$ cat config.mk
export PLATFORM = sky130hd
export DESIGN_NAME = openpgp_sig_v4_parser
export DESIGN_NICKNAME = d
export VERILOG_FILES = /design/src/design/opsig_pkg.sv /design/src/design/opsig_core.sv /design/src/design/openpgp_sig_v4_parser.sv
export SDC_FILE = /design/constraint.sdc
export NUM_CORES = 1
export LEC_CHECK = 0
export BUFFER_PORTS_ARGS = -buffer_cell sky130_fd_sc_hd__buf_2
export CAP_MARGIN = 0
export CORE_UTILIZATION = 32
export DETAILED_ROUTE_END_ITERATION = 12
export RECOVER_POWER = 50
export SETUP_SLACK_MARGIN = 0.3
export SYNTH_ARGS = -nofsm -noshare
export SYNTH_HDL_FRONTEND = slang
export SYNTH_SLANG_ARGS = --single-unit
$ cat constraint.sdc
create_clock -name clk -period 24.8 [get_ports clk]
set_input_delay 1.24 -clock clk [delete_from_list [all_inputs] [get_ports clk]]
set_output_delay 1.24 -clock clk [all_outputs]
set_load 0.1 [all_outputs]
$ cat src/design/opsig_pkg.sv
// ----------------------------------------------------------------------------
// opsig_pkg
// Shared types and constants for the version 4 signature packet parser.
// ----------------------------------------------------------------------------
`default_nettype none

package opsig_pkg;

	localparam int unsigned IN_DATA_W  = 32;
	localparam int unsigned OUT_DATA_W = 160;

	localparam logic [17:0] MIN_SIG_LEN      = 18'd10;
	localparam logic [7:0]  LEN_TWO_BYTE     = 8'd192;
	localparam logic [7:0]  LEN_FIVE_BYTE    = 8'd255;
	localparam logic [7:0]  ISSUER_SP_TYPE   = 8'd16;
	localparam logic [15:0] ISSUER_MIN_LEN   = 16'd9;

	typedef enum logic [2:0] {
		ST_OK          = 3'd0,
		ST_SHORT       = 3'd1,
		ST_HASHED_OVR  = 3'd2,
		ST_UNHASH_OVR  = 3'd3,
		ST_SCAN_FAIL   = 3'd4
	} opsig_status_t;

	typedef struct packed {
		logic        first_byte;
		logic [7:0]  data_byte;
		logic [17:0] sig_len;
	} opsig_item_t;

	typedef struct packed {
		logic [63:0]   issuer_id;
		logic [15:0]   hash_check;
		logic [15:0]   unhashed_len;
		logic [15:0]   hashed_len;
		logic [7:0]    hash_algo;
		logic [7:0]    pubkey_algo;
		logic [7:0]    sig_type;
		logic [17:0]   bytes_read;
		opsig_status_t status;
	} opsig_result_t;

endpackage

`default_nettype wire

$ cat src/design/opsig_core.sv
// ----------------------------------------------------------------------------
// opsig_core
// Packet state, area counters and issuer subpacket scanner; one byte per step.
// ----------------------------------------------------------------------------
`default_nettype none

module opsig_core (
	input  wire logic                    clk,
	input  wire logic                    arst_n,
	input  wire logic                    step,
	input  wire opsig_pkg::opsig_item_t  item,
	output logic                         res_valid,
	output opsig_pkg::opsig_result_t     res
);
	import opsig_pkg::*;

	typedef enum logic [3:0] {
		P_IDLE, P_PUBKEY, P_DIGEST, P_HLEN_HI, P_HLEN_LO, P_HASHED,
		P_ULEN_HI, P_ULEN_LO, P_UNHASHED, P_CHECK_HI, P_CHECK_LO
	} phase_t;

	typedef enum logic [2:0] {
		S_LEN0, S_LEN1, S_LEN4, S_TYPE, S_BODY, S_ID, S_FOUND, S_FAILED
	} scan_t;

	phase_t      phase_q, phase_d;
	scan_t       scan_q, scan_d;
	logic [17:0] pkt_len_q, pkt_len_d;
	logic [15:0] hcount_q, hcount_d;
	logic [15:0] ucount_q, ucount_d;
	logic [23:0] hdr_q, hdr_d;
	logic [15:0] hlen_q, hlen_d;
	logic [15:0] ulen_q, ulen_d;
	logic [7:0]  chk_hi_q, chk_hi_d;
	logic [15:0] skip_q, skip_d;
	logic [31:0] len4_q, len4_d;
	logic [2:0]  cnt_q, cnt_d;
	logic [63:0] shift_q, shift_d;

	function automatic logic len_ok(input logic [31:0] len, input logic [15:0] rem);
		len_ok = (len != 32'd0) && (len <= {16'd0, rem});
	endfunction

	always_comb begin
		logic [7:0]  b;
		logic [15:0] rem;
		logic [15:0] len1;
		logic [31:0] len4_n;
		logic [15:0] hlen_n;
		logic [15:0] ulen_n;
		logic [17:0] total;
		b      = item.data_byte;
		rem    = ucount_q - 16'd1;
		len1   = {skip_q[7:0] - LEN_TWO_BYTE, 8'h00} + {8'h00, b} + {8'h00, LEN_TWO_BYTE};
		len4_n = {len4_q[23:0], b};
		hlen_n = {hlen_q[15:8], b};
		ulen_n = {ulen_q[15:8], b};
		total  = {2'b00, hlen_q} + {2'b00, ulen_n} + MIN_SIG_LEN;

		phase_d   = phase_q;
		scan_d    = scan_q;
		pkt_len_d = pkt_len_q;
		hcount_d  = hcount_q;
		ucount_d  = ucount_q;
		hdr_d     = hdr_q;
		hlen_d    = hlen_q;
		ulen_d    = ulen_q;
		chk_hi_d  = chk_hi_q;
		skip_d    = skip_q;
		len4_d    = len4_q;
		cnt_d     = cnt_q;
		shift_d   = shift_q;

		res_valid        = 1'b0;
		res.status       = ST_OK;
		res.bytes_read   = 18'd0;
		res.sig_type     = hdr_q[23:16];
		res.pubkey_algo  = hdr_q[15:8];
		res.hash_algo    = hdr_q[7:0];
		res.hashed_len   = hlen_q;
		res.unhashed_len = ulen_q;
		res.hash_check   = 16'd0;
		res.issuer_id    = (scan_q == S_FOUND) ? shift_q : 64'd0;

		if (step) begin
			if (item.first_byte) begin
				scan_d    = S_LEN0;
				pkt_len_d = item.sig_len;
				hcount_d  = 16'd0;
				ucount_d  = 16'd0;
				hlen_d    = 16'd0;
				ulen_d    = 16'd0;
				chk_hi_d  = 8'd0;
				skip_d    = 16'd0;
				len4_d    = 32'd0;
				cnt_d     = 3'd0;
				shift_d   = 64'd0;
				if (item.sig_len < MIN_SIG_LEN) begin
					hdr_d            = 24'd0;
					phase_d          = P_IDLE;
					res_valid        = 1'b1;
					res.status       = ST_SHORT;
					res.sig_type     = 8'd0;
					res.pubkey_algo  = 8'd0;
					res.hash_algo    = 8'd0;
					res.hashed_len   = 16'd0;
					res.unhashed_len = 16'd0;
					res.issuer_id    = 64'd0;
				end else begin
					hdr_d   = {b, 16'd0};
					phase_d = P_PUBKEY;
				end
			end else begin
				case (phase_q)
					P_PUBKEY: begin
						hdr_d   = {hdr_q[23:16], b, 8'd0};
						phase_d = P_DIGEST;
					end
					P_DIGEST: begin
						hdr_d   = {hdr_q[23:8], b};
						phase_d = P_HLEN_HI;
					end
					P_HLEN_HI: begin
						hlen_d  = {b, 8'd0};
						phase_d = P_HLEN_LO;
					end
					P_HLEN_LO: begin
						hlen_d = hlen_n;
						if ({2'b00, hlen_n} + MIN_SIG_LEN > pkt_len_q) begin
							phase_d          = P_IDLE;
							res_valid        = 1'b1;
							res.status       = ST_HASHED_OVR;
							res.hashed_len   = hlen_n;
						end else begin
							hcount_d = hlen_n;
							phase_d  = (hlen_n != 16'd0) ? P_HASHED : P_ULEN_HI;
						end
					end
					P_HASHED: begin
						hcount_d = hcount_q - 16'd1;
						if (hcount_q == 16'd1)
							phase_d = P_ULEN_HI;
					end
					P_ULEN_HI: begin
						ulen_d  = {b, 8'd0};
						phase_d = P_ULEN_LO;
					end
					P_ULEN_LO: begin
						ulen_d = ulen_n;
						if (total > pkt_len_q) begin
							phase_d          = P_IDLE;
							res_valid        = 1'b1;
							res.status       = ST_UNHASH_OVR;
							res.unhashed_len = ulen_n;
						end else begin
							ucount_d = ulen_n;
							scan_d   = (ulen_n != 16'd0) ? S_LEN0 : S_FAILED;
							phase_d  = (ulen_n != 16'd0) ? P_UNHASHED : P_CHECK_HI;
						end
					end
					P_UNHASHED: begin
						ucount_d = rem;
						case (scan_q)
							S_LEN0: begin
								if (b < LEN_TWO_BYTE) begin
									if (len_ok({24'd0, b}, rem)) begin
										skip_d = {8'd0, b};
										scan_d = S_TYPE;
									end else begin
										scan_d = S_FAILED;
									end
								end else if (b != LEN_FIVE_BYTE) begin
									skip_d = {8'd0, b};
									scan_d = S_LEN1;
								end else begin
									len4_d = 32'd0;
									cnt_d  = 3'd0;
									scan_d = S_LEN4;
								end
							end
							S_LEN1: begin
								if (len_ok({16'd0, len1}, rem)) begin
									skip_d = len1;
									scan_d = S_TYPE;
								end else begin
									scan_d = S_FAILED;
								end
							end
							S_LEN4: begin
								len4_d = len4_n;
								cnt_d  = cnt_q + 3'd1;
								if (cnt_q == 3'd3) begin
									if (len_ok(len4_n, rem)) begin
										skip_d = len4_n[15:0];
										scan_d = S_TYPE;
									end else begin
										scan_d = S_FAILED;
									end
								end
							end
							S_TYPE: begin
								if (b == ISSUER_SP_TYPE) begin
									if (skip_q < ISSUER_MIN_LEN) begin
										scan_d = S_FAILED;
									end else begin
										shift_d = 64'd0;
										cnt_d   = 3'd0;
										scan_d  = S_ID;
									end
								end else begin
									skip_d = skip_q - 16'd1;
									scan_d = (skip_q != 16'd1) ? S_BODY : S_LEN0;
								end
							end
							S_BODY: begin
								skip_d = skip_q - 16'd1;
								if (skip_q == 16'd1)
									scan_d = S_LEN0;
							end
							S_ID: begin
								shift_d = {shift_q[55:0], b};
								cnt_d   = cnt_q + 3'd1;
								if (cnt_q == 3'd7)
									scan_d = S_FOUND;
							end
							default: begin
							end
						endcase
						if (rem == 16'd0 && scan_d != S_FOUND)
							scan_d = S_FAILED;
						if (rem == 16'd0)
							phase_d = P_CHECK_HI;
					end
					P_CHECK_HI: begin
						chk_hi_d = b;
						phase_d  = P_CHECK_LO;
					end
					P_CHECK_LO: begin
						phase_d        = P_IDLE;
						res_valid      = 1'b1;
						res.hash_check = {chk_hi_q, b};
						if (scan_q == S_FOUND) begin
							res.status     = ST_OK;
							res.bytes_read = {2'b00, hlen_q} + {2'b00, ulen_q} + MIN_SIG_LEN;
						end else begin
							res.status = ST_SCAN_FAIL;
						end
					end
					default: begin
					end
				endcase
			end
		end
	end

	always_ff @(posedge clk or negedge arst_n) begin
		if (!arst_n) begin
			phase_q <= P_IDLE;
			scan_q  <= S_LEN0;
		end else begin
			phase_q <= phase_d;
			scan_q  <= scan_d;
		end
	end

	always_ff @(posedge clk) begin
		pkt_len_q <= pkt_len_d;
		hcount_q  <= hcount_d;
		ucount_q  <= ucount_d;
		hdr_q     <= hdr_d;
		hlen_q    <= hlen_d;
		ulen_q    <= ulen_d;
		chk_hi_q  <= chk_hi_d;
		skip_q    <= skip_d;
		len4_q    <= len4_d;
		cnt_q     <= cnt_d;
		shift_q   <= shift_d;
	end

	a_result_needs_step: assert property (@(posedge clk) disable iff (!arst_n)
		res_valid |-> step)
		else $error("result raised without a step");

	a_fail_zero_count: assert property (@(posedge clk) disable iff (!arst_n)
		(res_valid && res.status != ST_OK) |-> res.bytes_read == 18'd0)
		else $error("failure result carries a byte count");

	a_ok_on_check: assert property (@(posedge clk) disable iff (!arst_n)
		(res_valid && res.status == ST_OK) |-> (phase_q == P_CHECK_LO && scan_q == S_FOUND))
		else $error("ok result outside the hash-check byte");

endmodule

`default_nettype wire

$ cat src/design/openpgp_sig_v4_parser.sv
// ----------------------------------------------------------------------------
// openpgp_sig_v4_parser
// Version 4 signature packet parser with issuer key ID capture.
// ----------------------------------------------------------------------------
// Input words carry the packet bytes that follow the version byte, one byte
// per word; tuser marks the first byte of a packet and sig_len is sampled with
// it. A first-byte word always restarts the parse; other words while idle are
// dropped. At most one result word is produced per packet: on the first byte
// for a packet under 10 bytes, on the second length byte of an area that
// overruns the packet, otherwise on the second hash-check byte.
// A word is registered in the input register on accept and is processed by
// the core once the output register can advance; its result is registered
// in the output register, which drives m_axis_tvalid.
// Throughput: one word per cycle while the output side takes results; the
// parse state is updated once for each word processed.
// Reset clears the parse state and both valid flags; no result is pending.
// When the receiver stalls with a result waiting, the input register holds
// its word and tready drops until the result is taken.
// ----------------------------------------------------------------------------
`default_nettype none

module openpgp_sig_v4_parser (
	input  wire logic                               clk,
	input  wire logic                               arst_n,
	input  wire logic                               s_axis_tvalid,
	output logic                                    s_axis_tready,
	// data_byte[7:0], sig_len[25:8], zero fill
	input  wire logic [opsig_pkg::IN_DATA_W-1:0]    s_axis_tdata,
	// first_byte[0]
	input  wire logic                               s_axis_tuser,
	output logic                                    m_axis_tvalid,
	input  wire logic                               m_axis_tready,
	// status[2:0], bytes_read[20:3], sig_type[28:21], pubkey_algo[36:29],
	// hash_algo[44:37], hashed_len[60:45], unhashed_len[76:61],
	// hash_check[92:77], issuer_id[156:93], zero fill
	output logic [opsig_pkg::OUT_DATA_W-1:0]        m_axis_tdata
);
	import opsig_pkg::*;

	logic          in_valid_s1;
	opsig_item_t   item_s1;
	logic          advance;
	logic          step;
	logic          res_valid;
	opsig_result_t res;
	logic          out_valid_q;
	opsig_result_t out_q;

	assign advance       = !out_valid_q || m_axis_tready;
	assign s_axis_tready = !in_valid_s1 || advance;
	assign step          = in_valid_s1 && advance;

	always_ff @(posedge clk or negedge arst_n) begin
		if (!arst_n) begin
			in_valid_s1 <= 1'b0;
			out_valid_q <= 1'b0;
		end else begin
			if (s_axis_tready)
				in_valid_s1 <= s_axis_tvalid;
			if (advance)
				out_valid_q <= step && res_valid;
		end
	end

	always_ff @(posedge clk) begin
		if (s_axis_tvalid && s_axis_tready) begin
			item_s1.first_byte <= s_axis_tuser;
			item_s1.data_byte  <= s_axis_tdata[7:0];
			item_s1.sig_len    <= s_axis_tdata[25:8];
		end
		if (step && res_valid)
			out_q <= res;
	end

	opsig_core u_core (
		.clk       (clk),
		.arst_n    (arst_n),
		.step      (step),
		.item      (item_s1),
		.res_valid (res_valid),
		.res       (res)
	);

	assign m_axis_tvalid = out_valid_q;
	assign m_axis_tdata  = {(OUT_DATA_W - $bits(opsig_result_t))'(0), out_q};

	a_stall_from_output: assert property (@(posedge clk) disable iff (!arst_n)
		!s_axis_tready |-> (m_axis_tvalid && !m_axis_tready))
		else $error("input stalled without output backpressure");

	a_result_registered: assert property (@(posedge clk) disable iff (!arst_n)
		(step && res_valid) |=> m_axis_tvalid)
		else $error("result lost between core and output register");

	a_held_word: assert property (@(posedge clk) disable iff (!arst_n)
		(in_valid_s1 && !advance) |=> (in_valid_s1 && $stable(item_s1)))
		else $error("held input word changed during stall");

endmodule

`default_nettype wire

==> insert_results.sql, run 1 <==
INSERT INTO impl_metrics (metric_group, metric, value, unit) VALUES
('logic_synthesis', 'syn-mean-instance-area', '11.8', 'µm²'),
('cells_and_area', 'areaGrowthSynthToFinish', '15.2', '%'),
('die', 'floorplan.die.height', '258', 'µm'),
('route', 'detail-route-antenna-nets', '0', ''),
('sta', 'clock.fmax', '130', 'MHz'),
('clock_network', 'clk_transition_reported_paths', '0.06', 'ns'),
('cells_and_area', 'post_route_cells_drive_above_1_share', '7.80', '%'),
('logic_synthesis', 'netlist.area_leader.share', '57.8', '%'),
('logic_synthesis', 'netlist.top_cell.by_area', 'edfxtp_1', ''),
('route', 'drt_drc_violations_left', '0', ''),
('placed_design', 'detailed_place_hpwl', '39.8', 'mm'),
('logic_synthesis', 'synth.most_common_cell', 'edfxtp_1', ''),
('grt', 'total_congestion_overflow_after_global_routing', '0', ''),
('cells_and_area', 'filler_cell_count', '6387', ''),
('clock_network', 'cts_buf_count', '45', ''),
('die', 'starting_density_of_the_core', '32.5', '%'),
('worst_setup_path', 'worstPathMaxFanout', '148', ''),
('power', 'cellLeakagePower', '8.68', 'nW'),
('sta', 'fin_setup_tns', '0', 'ns'),
('logic_synthesis', 'synthMuxAreaShare', '0.208', '%'),
('cells_and_area', 'n_antenna_cell', '0', ''),
('cells_and_area', 'final_nets', '2095', ''),
('clock_network', 'clock_sinks', '414', ''),
('sta', 'fin_hold_viols', '0', ''),
('route', 'wl', '56.9', 'mm'),
('sta', 'period_share', '31.0', '%'),
('min_path', 'min-delay-path-class', 'reg2reg', ''),
('worst_setup_path', 'critPathArrivalTime', '7.90', 'ns'),
('sta', 'fin_worst_skew', '0.0270', 'ns'),
('logic_synthesis', 'postSynthCellCount', '1777', ''),
('logic_synthesis', 'yosys.area_share.adder', '6.31', '%'),
('logic_synthesis', 'synth_xor_xnor_area_share', '4.29', '%'),
('power', 'vdd.ir_drop.worst', '0.0475', 'mV'),
('grt', 'grt_pass1_wl', '85.0', 'mm'),
('route', 'detail_route.wl_per_cell', '20.0', 'µm'),
('grt', 'pin_count_of_the_biggest_net_entering_global_routing', '149', ''),
('sta', 'finalWorstSetupSlack', '17.12', 'ns'),
('clock_network', 'cts_resized', '0', ''),
('logic_synthesis', 'synth.lib_cells_used.distinct', '81', ''),
('cells_and_area', 'multi_input_area', '8070', 'µm²'),
('logic_synthesis', 'yosys_warnings', '0', ''),
('logic_synthesis', 'main_combinational_cell_family_by_area_after_synthesis', 'simple AND/OR/NAND/NOR gates', ''),
('logic_synthesis', 'sequential_element_share_of_the_synthesized_area', '58.9', '%'),
('run', 'cap_violations', '5', ''),
('logic_synthesis', 'netlist_top_cells_area', 'edfxtp_1 58%, ha_1 6.1%, and2_1 4.8%, nor2_1 4.0%, xnor2_1 2.5%', ''),
('cells_and_area', 'ff_latch_area', '12400', 'µm²'),
('sta', 'timing_max_transition_violations_final', '168', ''),
('placed_design', 'buffer_ports.inserted', '189', ''),
('die', 'placement_rows', '93', ''),
('grt', 'grt_antenna_before_repair', '3', ''),
('worst_setup_path', 'end_kind', 'flip-flop', ''),
('grt', 'first_global_vias', '14100', ''),
('logic_synthesis', 'post_synth_edffs', '405', ''),
('sta', 'timing.slew.headroom', '-36.5', '%'),
('run_status', 'run_status', 'finished with violations', ''),
('logic_synthesis', 'synth_area', '21000', 'µm²'),
('placed_design', 'gp_routability_congestion', '0.915', ''),
('clock_network', 'clock_insertion_delay_worst_skew', '0.61', 'ns'),
('die', 'io-pin-count', '199', ''),
('worst_setup_path', 'cp.required', '25.02', 'ns'),
('logic_synthesis', 'synth_simple_gate_area_share', '18.2', '%'),
('clock_network', 'tritoncts', 'done', ''),
('route', 'vias_per_cell', '5.16', ''),
('run_status', 'failed_checks', 'max-capacitance violations, max-slew violations', ''),
('grt', 'grt_use_total', '16.7', '%'),
('logic_synthesis', 'synth_common_cells', '405 x edfxtp_1, 224 x nor2_1, 163 x and2_1, 103 x ha_1, 73 x nand2_1', ''),
('route', 'drt-pass1-iter-count', '7', ''),
('die', 'die_area', '66800', 'µm²'),
('sta', 'final.min_clock_period', '7.68', 'ns'),
('clock_network', 'cts.root.buffer_cell', 'clkbuf_16', ''),
('clock_network', 'maximum_level_of_the_cts_h_tree', '2', '');
## worst paths after layout
kind                                       start                       endpoint  slack, ns  depth (start not counted)
max                        item_s1[19]$_DFFE_PP_    m_axis_tdata[128]$_DFFE_PP_      17.12                         18
min                         item_s1[2]$_DFFE_PP_  u_core.pkt_len_q[2]$_DFFE_PP_       0.44                          0
max reg2reg                item_s1[19]$_DFFE_PP_    m_axis_tdata[128]$_DFFE_PP_      17.12                         18
min reg2reg                 item_s1[2]$_DFFE_PP_  u_core.pkt_len_q[2]$_DFFE_PP_       0.44                          0
max in group asynchronous                 arst_n   u_core.scan_q[0]$_DFFE_PN0P_      23.57                          1
min in group asynchronous                 arst_n  u_core.phase_q[3]$_DFFE_PN0P_       0.70                          1
## through the flow
step	total power [mW]	instance area [µm²]	util [%]	hold slack (ns)
final	1.98	24200	37.5	0.439
after detailed placement	1.28	22900	35.4	0.433
after floorplan	1.18	21100	-	0.400
after CTS	1.99	24500	37.8	0.441
after global placement	1.28	22900	35.4	0.433
after global routing	2.06	24200	37.5	0.451
## cells in the final DEF (no fill, tap or decap), types with 10 or more instances in the layout
| cell | netlist | routed |
|---|---|---|
| and3_1 | 12 | 12 |
| a21oi_1 | 56 | 56 |
| xor2_1 | 44 | 44 |
| xnor2_1 | 59 | 59 |
| o21a_1 | 10 | 10 |
| a211oi_1 | 40 | 40 |
| nand4_1 | 29 | 29 |
| o21ai_0 | 43 | 43 |
| buf_4 | 4 | 13 |
| nor2_1 | 224 | 222 |
| ha_1 | 103 | 103 |
| and2_0 | 0 | 20 |
| nor3_1 | 36 | 36 |
| clkbuf_1 | 65 | 156 |
| and2_1 | 163 | 143 |
| clkbuf_16 | 0 | 45 |
| nand2b_1 | 14 | 14 |
| edfxtp_1 | 405 | 405 |
| buf_2 | 1 | 47 |
| nor4_1 | 34 | 34 |
| inv_1 | 64 | 64 |
| a21o_1 | 15 | 15 |
| nand3_1 | 34 | 34 |
| nor2b_1 | 54 | 52 |
| nand2_1 | 73 | 73 |
## power by group
group	switching (mW)	leakage (nW)	internal, mW	total, mW
clock	0.292	0.752	0.414	0.705
sequential	0.0409	3.97	0.822	0.863
combinational	0.288	3.96	0.124	0.412
total	0.620	8.68	1.36	1.98
## worst max-delay path: stages (launching register included)
cell and delay (ns):
edfxtp_1 0.90, inv_1 0.45, fa_1 0.55, nand2b_1 0.18, a21oi_1 0.29, o21a_1 0.18, o311ai_0 0.19, nor4b_1 0.71
nand3_1 0.14, nor3b_1 0.27, xor2_1 0.11, ha_1 0.33, nand3_1 0.10, or4_1 0.56, o211ai_1 0.32, and2_1 0.36
nor2_1 0.12, a311oi_4 0.80, buf_12 0.68
## cells by family (layout without fill, tap and decap cells)
| family | after synthesis | after routing |
|---|---|---|
| flip-flops | 414 | 414 |
| other | 1 | 3 |
| AND/OR/NAND/NOR | 730 | 730 |
| multiplexers | 4 | 4 |
| adder cells (fa/ha/maj) | 105 | 105 |
| AO/OA/AOI/OAI | 272 | 272 |
| XOR/XNOR | 103 | 103 |
| buffers and inverters | 148 | 357 |
## final cells by class
class / instances / area share [%]
sequential: 414 / 51.1
multi-input combinational: 1217 / 33.3
clock buffer: 53 / 4.81
tap: 855 / 4.41
timing repair buffer: 210 / 3.76
clock inverter: 29 / 1.58
inverter: 65 / 1.01
## state kept, by name, summed over array words and instances (netlist names)
signal	count
u_core.hlen_q	16
u_core.cnt_q	3
m_axis_tdata	157
u_core.scan_q	3
u_core.pkt_len_q	18
u_core.hcount_q	16
u_core.ulen_q	16
u_core.ucount_q	16
u_core.shift_q	64
u_core.skip_q	16
u_core.len4_q	24
u_core.phase_q	4
m_axis_tvalid	1
item_s1	27
u_core.chk_hi_q	8
u_core.hdr_q	24
in_valid_s1	1
## metal layers
| layer | vias up | GRT usage [%] | part of all wire, % |
|---|---|---|---|
| met3 | 86 | 3.45 | 8.8 |
| met2 | 645 | 25.1 | 43 |
| met4 | 2 | 4.93 | 2.4 |
| met1 | 7061 | 24.1 | 46 |
| met5 | - | 0 | 0.025 |
| li1 | 6876 | - | - |
(Power assumes the default switching activity.)
==> run 2: changes to the inputs <==
--- a/config.mk
+++ b/config.mk
@@ -5,6 +5,7 @@
 export SDC_FILE = /design/constraint.sdc
 export NUM_CORES = 1
 export LEC_CHECK = 0
+export ABC_AREA = 1
 export BUFFER_PORTS_ARGS = -buffer_cell sky130_fd_sc_hd__buf_2
 export CAP_MARGIN = 0
 export CORE_UTILIZATION = 32
==> constraint.sdc (replaced) <==
create_clock -name clk -period 7.05 [get_ports clk]
set_input_delay 0.3525 -clock clk [delete_from_list [all_inputs] [get_ports clk]]
set_output_delay 0.3525 -clock clk [all_outputs]
set_load 0.1 [all_outputs]
==> insert_results.sql, run 2 <==
INSERT INTO impl_metrics (metric_group, metric, value, unit) VALUES
('logic_synthesis', 'post_synth_edffs', '405', ''),
('logic_synthesis', 'async_reset_ff_share', '2.17', '%'),
('worst_setup_path', 'rr_startpoint', 'item_s1[19]$_DFFE_PP_', ''),
('worst_setup_path', 'timing.critical_path.slowest_cell_delay', '0.55', 'ns'),
('grt', 'pin_count_of_the_biggest_net_entering_global_routing', '116', ''),
('worst_setup_path', 'critical-path-top-cell-by-count', 'nand2_4', ''),
('die', 'core_area', '66300', 'µm²'),
('route', 'drt_drc_violations_left', '0', ''),
('sta', 'timing.slew.headroom', '-72.6', '%'),
('power', 'clkPwrFrac', '34.3', '%'),
('cells_and_area', 'final_nets', '2588', ''),
('sta', 'final.min_clock_period', '5.60', 'ns'),
('sta', 'clock.fmax', '178', 'MHz'),
('worst_setup_path', 'path_class', 'reg2reg', ''),
('cells_and_area', 'post_route_cells_drive_above_1_share', '7.77', '%'),
('power', 'power', '7.06', 'mW'),
('die', 'io-pin-count', '199', ''),
('worst_setup_path', 'worstPathMaxFanout', '115', ''),
('logic_synthesis', 'netlist_top_cells_area', 'edfxtp_1 56%, nor2_1 6.7%, ha_1 6.0%, inv_1 5.9%, nand2_1 5.1%', ''),
('sta', 'period_share', '79.5', '%'),
('route', 'detail_route.wl_per_cell', '18.0', 'µm'),
('logic_synthesis', 'netlist.area_leader.share', '56.2', '%'),
('cells_and_area', 'leading_cell_type_in_the_layout_fill_and_taps_excluded', 'edfxtp_1', ''),
('worst_setup_path', 'worstReg2RegEnd', 'm_axis_tdata[42]$_DFFE_PP_', ''),
('power', 'p_int', '4.72', 'mW'),
('sta', 'fin_worst_skew', '0.0396', 'ns'),
('cells_and_area', 'filler_cell_count', '6729', ''),
('die', 'floorplan.die.height', '262', 'µm'),
('worst_setup_path', 'cpMaxStageDelayCell', 'edfxtp_1', ''),
('worst_setup_path', 'cp.required', '7.27', 'ns'),
('cells_and_area', 'areaGrowthSynthToFinish', '16.6', '%'),
('sta', 'timing_max_transition_violations_final', '126', ''),
('worst_setup_path', 'end_kind', 'flip-flop', ''),
('sta', 'unrepaired_setup_endpoints_after_global_routing', 'false', ''),
('cells_and_area', 'largest_reg_flops', '157', ''),
('placed_design', 'detailed_place_hpwl', '43.5', 'mm'),
('clock_network', 'clock_path_buffers', '3', ''),
('placed_design', 'buffer_ports.inserted', '189', ''),
('logic_synthesis', 'most_used_dff_post_synth', 'edfxtp_1', ''),
('grt', 'total_congestion_overflow_after_global_routing', '0', ''),
('clock_network', 'tritoncts', 'done', ''),
('sta', 'fin_hold_viols', '0', ''),
('placed_design', 'placedInstanceArea', '23600', 'µm²'),
('die', 'fp.dieW', '262', 'µm'),
('logic_synthesis', 'sequential_element_share_of_the_synthesized_area', '57.2', '%'),
('logic_synthesis', 'synth.lib_cells_used.distinct', '62', ''),
('power', 'seq_power_share', '42.9', '%'),
('route', 'vias_per_cell', '4.82', ''),
('route', 'drt_iter0_drc', '1117', ''),
('logic_synthesis', 'synth.most_common_cell', 'edfxtp_1', ''),
('power', 'cellLeakagePower', '10.2', 'nW'),
('route', 'detail-route-antenna-nets', '0', ''),
('clock_network', 'cts_resized', '0', ''),
('worst_setup_path', 'category_of_the_worst_setup_path_launch_point', 'flip-flop', ''),
('logic_synthesis', 'synthesized_flop_and_latch_total', '414', ''),
('power', 'cellPowerDensity', '280', 'nW/µm²'),
('sta', 'worst_slew_pin_slew', '2.59', 'ns'),
('run_status', 'run_status', 'finished with violations', ''),
('worst_setup_path', 'worstSetupStartpoint', 'item_s1[19]$_DFFE_PP_', ''),
('worst_setup_path', 'crit_end', 'm_axis_tdata[42]$_DFFE_PP_', ''),
('route', 'drt-pass1-iter-count', '7', ''),
('clock_network', 'cts_buf_count', '47', ''),
('power', 'power_frac_comb', '22.8', '%'),
('power', 'net-switching-power', '2.35', 'mW'),
('grt', 'grt_use_total', '17.3', '%'),
('power', 'vdd.ir_drop.worst', '0.185', 'mV'),
('grt', 'first_global_vias', '15800', ''),
('route', 'met1Wirelength', '25.8', 'mm'),
('clock_network', 'clk_transition_reported_paths', '0.06', 'ns'),
('logic_synthesis', 'synth_common_cells', '405 x edfxtp_1, 384 x nor2_1, 342 x inv_1, 294 x nand2_1, 103 x ha_1', ''),
('run_status', 'failed_checks', 'max-capacitance violations, max-slew violations', ''),
('route', 'highest_layer', 'met5', ''),
('route', 'met3RoutedLength', '3.44', 'mm'),
('die', 'starting_density_of_the_core', '32.6', '%'),
('sta', 'finalSetupViolCount', '0', ''),
('cells_and_area', 'post_layout_instance_area', '25200', 'µm²'),
('logic_synthesis', 'postSynthCellCount', '2214', ''),
('clock_network', 'clock_insertion_delay_worst_skew', '0.61', 'ns'),
('run', 'cap_violations', '3', ''),
('worst_setup_path', 'ff2ff_setup_slack', '1.45', 'ns'),
('clock_network', 'maximum_level_of_the_cts_h_tree', '2', ''),
('worst_setup_path', 'worstRegToRegCells', '22', ''),
('route', 'num_vias', '16100', ''),
('logic_synthesis', 'netlist.top_cell.by_area', 'edfxtp_1', ''),
('clock_network', 'cts.root.buffer_cell', 'clkbuf_16', ''),
('min_path', 'min_from', 'm_axis_tready', ''),
('grt', 'grt_antenna_before_repair', '2', ''),
('route', 'wl', '60.3', 'mm'),
('route', 'met2WireLength', '29.1', 'mm'),
('sta', 'fin_setup_tns', '0', 'ns'),
('logic_synthesis', 'synth_area', '21600', 'µm²'),
('worst_setup_path', 'critPathArrivalTime', '5.82', 'ns'),
('die', 'die_area', '68700', 'µm²'),
('cells_and_area', 'most-common-layout-cells', '405 x edfxtp_1, 382 x nor2_1, 341 x inv_1, 294 x nand2_1, 170 x clkbuf_1', ''),
('logic_synthesis', 'syn-mean-instance-area', '9.77', 'µm²'),
('grt', 'grt_pass1_wl', '90.5', 'mm'),
('power', 'switching_power_as_a_share_of_total_power', '33.2', '%'),
('min_path', 'min-delay-path-class', 'in2reg', ''),
('die', 'placement_rows', '94', ''),
('logic_synthesis', 'yosys_warnings', '0', ''),
('worst_setup_path', 'crit_path_cell_trace', 'inv_1 -> fa_1 -> o21ai_2 -> nand2_2 -> nand2_4 -> nand2_4 -> nand2_4 -> xor2_2 -> nand2_1 -> nor2_2 -> nand4_2 -> xnor2_1 -> ha_1 -> nand4_1 -> nor3_1 -> o211ai_1 -> nand3_1 -> nand3_1 -> nand2_1 -> nor3_1 -> nor2_4 -> buf_12', ''),
('clock_network', 'clock_sinks', '414', ''),
('placed_design', 'gp_routability_congestion', '0.888', '');
run 2: cell types whose count changed after synthesis, moves of 25 or more:
cell	change
inv_1	+278
nand2_1	+221
and2_1	-162
nor2_1	+160
nor2b_1	-54
nor3_1	+50
nand3_1	+48
xnor2_1	-47
a211oi_1	-36
clkbuf_1	-32
o22ai_1	+32
o21ai_0	+25
run 2: power groups by stage:
stage	logic (mW)	clock network (mW)	registers, mW
2_1_floorplan	0.964	0	3.30
5_1_grt	1.78	2.57	3.05
3_3_place_gp	1.57	0	3.07
4_1_cts	1.62	2.49	3.03
3_5_place_dp	1.60	0	3.08
6_report	1.61	2.42	3.03
run 2: worst min-delay path by stage:
stage	to	slack (ns)	depth (start not counted)
3_5_place_dp	u_core.phase_q[1]$_DFFE_PN0P_	0.26	1
5_1_grt	in_valid_s1$_DFFE_PN0N_	0.08	4
2_1_floorplan	in_valid_s1$_DFFE_PN0N_	0.06	0
4_1_cts	in_valid_s1$_DFFE_PN0N_	0.02	4
6_report	in_valid_s1$_DFFE_PN0N_	0.06	4
3_3_place_gp	u_core.phase_q[1]$_DFFE_PN0P_	0.26	1
run 2: area by class of cell:
class | instances | area [µm²] | area share, %
tap | 864 | 1080 | 4.29
sequential | 414 | 12400 | 49.1
clock inverter | 34 | 334 | 1.32
timing repair buffer | 233 | 1150 | 4.55
multi-input combinational | 1384 | 7700 | 30.5
clock buffer | 52 | 1190 | 4.74
inverter | 366 | 1380 | 5.47
antenna | 1 | 2.50 | 0.00992
run 2: worst max-delay path: cells and delay by family (launching register included):
family	cells	cell delay (ns)
AO/OA/AOI/OAI	2	0.36
XOR/XNOR	2	0.48
adder cells (fa/ha/maj)	2	0.86
buffers and inverters	2	0.76
flip-flops	1	0.55
AND/OR/NAND/NOR	14	2.07
run 2: what timing repair did:
action,CTS,global route
setup buffers,0,0
hold buffers,29,0
hold endpoints to repair,37,0
endpoints found under the setup margin,0,0
run 2: cells by family after synthesis:
family | after synthesis | share of synthesized area, %
and+or+nand+nor | 950 | 19.1
xor gates and xnor gates | 66 | 3.02
adders and majority gates | 105 | 6.14
DFF | 414 | 57.2
other | 1 | 0.0173
AOI/OAI and AO/OA | 260 | 7.09
buffers and inverters | 418 | 7.37
run 2: per-stage QoR:
stage,setup WS [ns],instances,hold slack [ns],utilization [%]
final,1.45,3348,0.0553,38.0
after global routing,1.05,3347,0.0847,38.0
after CTS,1.53,3347,0.0242,38.4
after detailed placement,1.54,3232,0.263,35.6
after global placement,1.63,3232,0.257,35.6
after floorplan,0.965,2216,0.0569,-
run 2: routing by layer:
metal | up-vias | GRT usage (%)
met3 | 119 | 3.09
met1 | 7656 | 22.1
met2 | 459 | 29.3
li1 | 7892 | -
met4 | 2 | 5.92
met5 | - | 0
==> run 3: changes to the inputs <==
==> constraint.sdc (replaced) <==
create_clock -name clk -period 4.8 [get_ports clk]
set_input_delay 0.24 -clock clk [delete_from_list [all_inputs] [get_ports clk]]
set_output_delay 0.24 -clock clk [all_outputs]
set_load 0.1 [all_outputs]
==> insert_results.sql, run 3 (synthesis results as in run 2) <==
INSERT INTO impl_metrics (metric_group, metric, value, unit) VALUES
('run_status', 'run_status', 'finished with violations', ''),
('run_status', 'failed_checks', 'max-capacitance violations, max-slew violations', ''),
('cells_and_area', 'leading_cell_type_in_the_layout_fill_and_taps_excluded', 'edfxtp_1', ''),
('worst_setup_path', 'cp.required', '5.12', 'ns'),
('sta', 'unrepaired_setup_endpoints_after_global_routing', 'true', ''),
('clock_network', 'maximum_level_of_the_cts_h_tree', '2', ''),
('sta', 'finalSetupViolCount', '0', ''),
('cells_and_area', 'largest_reg_flops', '157', ''),
('power', 'clkPwrFrac', '33.9', '%'),
('route', 'num_vias', '16700', ''),
('grt', 'grt_antenna_before_repair', '2', ''),
('power', 'power', '10.8', 'mW'),
('route', 'drt_iter0_drc', '1473', ''),
('grt', 'total_congestion_overflow_after_global_routing', '0', ''),
('route', 'detail_route.wl_per_cell', '17.9', 'µm'),
('worst_setup_path', 'critPathArrivalTime', '4.76', 'ns'),
('placed_design', 'buffer_ports.inserted', '189', ''),
('route', 'drt-pass1-iter-count', '5', ''),
('worst_setup_path', 'category_of_the_worst_setup_path_launch_point', 'flip-flop', ''),
('clock_network', 'cts.root.buffer_cell', 'clkbuf_16', ''),
('die', 'io-pin-count', '199', ''),
('die', 'floorplan.die.height', '262', 'µm'),
('power', 'switching_power_as_a_share_of_total_power', '33.2', '%'),
('grt', 'grt_pass1_wl', '90.2', 'mm'),
('worst_setup_path', 'end_kind', 'flip-flop', ''),
('sta', 'period_share', '92.5', '%'),
('grt', 'pin_count_of_the_biggest_net_entering_global_routing', '78', ''),
('min_path', 'min-delay-path-class', 'in2async', ''),
('sta', 'timing.slew.headroom', '-76.1', '%'),
('power', 'p_int', '7.20', 'mW'),
('clock_network', 'clock_path_buffers', '3', ''),
('run', 'cap_violations', '2', ''),
('clock_network', 'cts_buf_count', '46', ''),
('clock_network', 'clk_transition_reported_paths', '0.06', 'ns'),
('grt', 'grt_use_total', '17.2', '%'),
('power', 'net-switching-power', '3.58', 'mW'),
('cells_and_area', 'areaGrowthSynthToFinish', '22.4', '%'),
('worst_setup_path', 'critical-path-top-cell-by-count', 'nand2_2', ''),
('die', 'placement_rows', '94', ''),
('placed_design', 'gp_routability_congestion', '0.926', ''),
('power', 'cellPowerDensity', '407', 'nW/µm²'),
('clock_network', 'clock_insertion_delay_worst_skew', '0.60', 'ns'),
('sta', 'final.min_clock_period', '4.44', 'ns'),
('route', 'drt_drc_violations_left', '0', ''),
('die', 'die_area', '68700', 'µm²'),
('cells_and_area', 'final_nets', '2668', ''),
('clock_network', 'clock_sinks', '414', ''),
('route', 'wl', '61.5', 'mm'),
('worst_setup_path', 'cpMaxStageDelayCell', 'edfxtp_1', ''),
('placed_design', 'detailed_place_hpwl', '44.3', 'mm'),
('worst_setup_path', 'path_class', 'reg2reg', ''),
('worst_setup_path', 'worstPathMaxFanout', '8', ''),
('cells_and_area', 'final_util', '39.9', '%'),
('worst_setup_path', 'critical-path-top-delay-family', 'simple AND/OR/NAND/NOR gates', ''),
('die', 'core_area', '66300', 'µm²'),
('worst_setup_path', 'worst-path-buf-inv', '5', ''),
('cells_and_area', 'post_route_cells_drive_above_1_share', '12.5', '%'),
('route', 'detail-route-antenna-nets', '0', ''),
('power', 'seq_power_share', '41.0', '%'),
('power', 'vdd.ir_drop.worst', '0.227', 'mV'),
('die', 'fp.dieW', '262', 'µm'),
('sta', 'timing_max_transition_violations_final', '85', ''),
('sta', 'fin_hold_viols', '0', ''),
('sta', 'clock.fmax', '225', 'MHz'),
('cells_and_area', 'most-common-layout-cells', '405 x edfxtp_1, 379 x nor2_1, 336 x inv_1, 280 x nand2_1, 182 x clkbuf_1', ''),
('power', 'cellLeakagePower', '10.7', 'nW'),
('worst_setup_path', 'timing.critical_path.slowest_cell_delay', '0.38', 'ns'),
('clock_network', 'tritoncts', 'done', ''),
('sta', 'worst_slew_pin_slew', '2.64', 'ns'),
('die', 'starting_density_of_the_core', '32.6', '%'),
('power', 'power_frac_comb', '25.0', '%'),
('sta', 'fin_worst_skew', '0.0281', 'ns'),
('route', 'vias_per_cell', '4.87', ''),
('grt', 'first_global_vias', '15700', '');
run 3: changes by cell type in the layout (fill, tap and decap cells not counted), moves of 8 or more:
cell / change
buf_2: -8
buf_4: +55
clkbuf_1: +12
ha_1: -14
ha_4: +11
nand2_1: -14
nand2_2: +13
run 3: path summary, 6_finish.rpt:
| check | depth (start not counted) | end | slack [ns] | startpoint |
|---|---|---|---|---|
| max | 26 | m_axis_tdata[140]$_DFFE_PP_ | 0.36 | u_core.hlen_q[0]$_SDFFCE_PN0P_ |
| min | 2 | u_core.phase_q[0]$_DFFE_PN0P_ | 0.27 | arst_n |
| max reg2reg | 26 | m_axis_tdata[140]$_DFFE_PP_ | 0.36 | u_core.hlen_q[0]$_SDFFCE_PN0P_ |
| min reg2reg | 0 | u_core.pkt_len_q[0]$_DFFE_PP_ | 0.42 | item_s1[0]$_DFFE_PP_ |
| max in group asynchronous | 2 | u_core.phase_q[3]$_DFFE_PN0P_ | 4.06 | arst_n |
| min in group clk | 4 | m_axis_tvalid$_DFFE_PN0P_ | 0.29 | m_axis_tready |
run 3: area by class of cell:
type / count / area [µm²]
multi-input cells: 1384 / 8090
well taps: 864 / 1080
clock buffers: 51 / 1170
fillers: 6583 / 39800
flip-flops and latches: 414 / 12400
inverters: 366 / 1380
clock inverters: 34 / 399
diodes: 1 / 2.50
repair buffers: 314 / 1990
run 3: metrics by stage:
step / hold slack, ns / std cells / cell area (µm²) / setup WS (ns) / TNS (ns)
floorplan: -0.0556 / 2216 / 21700 / -1.06 / -166.15
global placement: 0.141 / 3274 / 24100 / 0.226 / 0
detailed placement: 0.141 / 3274 / 24100 / 0.215 / 0
CTS: 0.112 / 3398 / 26100 / 0.347 / 0
global route: 0.277 / 3427 / 26500 / 0.0577 / 0
finish: 0.273 / 3428 / 26500 / 0.360 / 0
run 3: metal layers:
layer	global-route usage, %	up-vias	wire [µm]
met2	27.3	599	28000
li1	-	8048	-
met5	0	-	8
met4	4.78	2	1480
met3	3.25	103	4500
met1	23.8	7944	27500
run 3: timing repair:
item | 4_1_cts | 5_1_grt
resized for setup | 6 | 57
buffers inserted | 7 | 22
endpoints found under the setup margin | 149 | 190
gates cloned | 1 | 7
endpoints found under the hold margin | 37 | 0
pin swaps | 1 | 28
hold buffers | 31 | 0
run 3: power by group through the flow:
stage / sequential (mW) / combinational, mW / clock, mW
6_report: 4.43 / 2.70 / 3.66
5_1_grt: 4.45 / 2.95 / 3.86
4_1_cts: 4.42 / 2.53 / 3.72
3_5_place_dp: 4.49 / 2.46 / 0
3_3_place_gp: 4.49 / 2.43 / 0
2_1_floorplan: 4.84 / 1.44 / 0
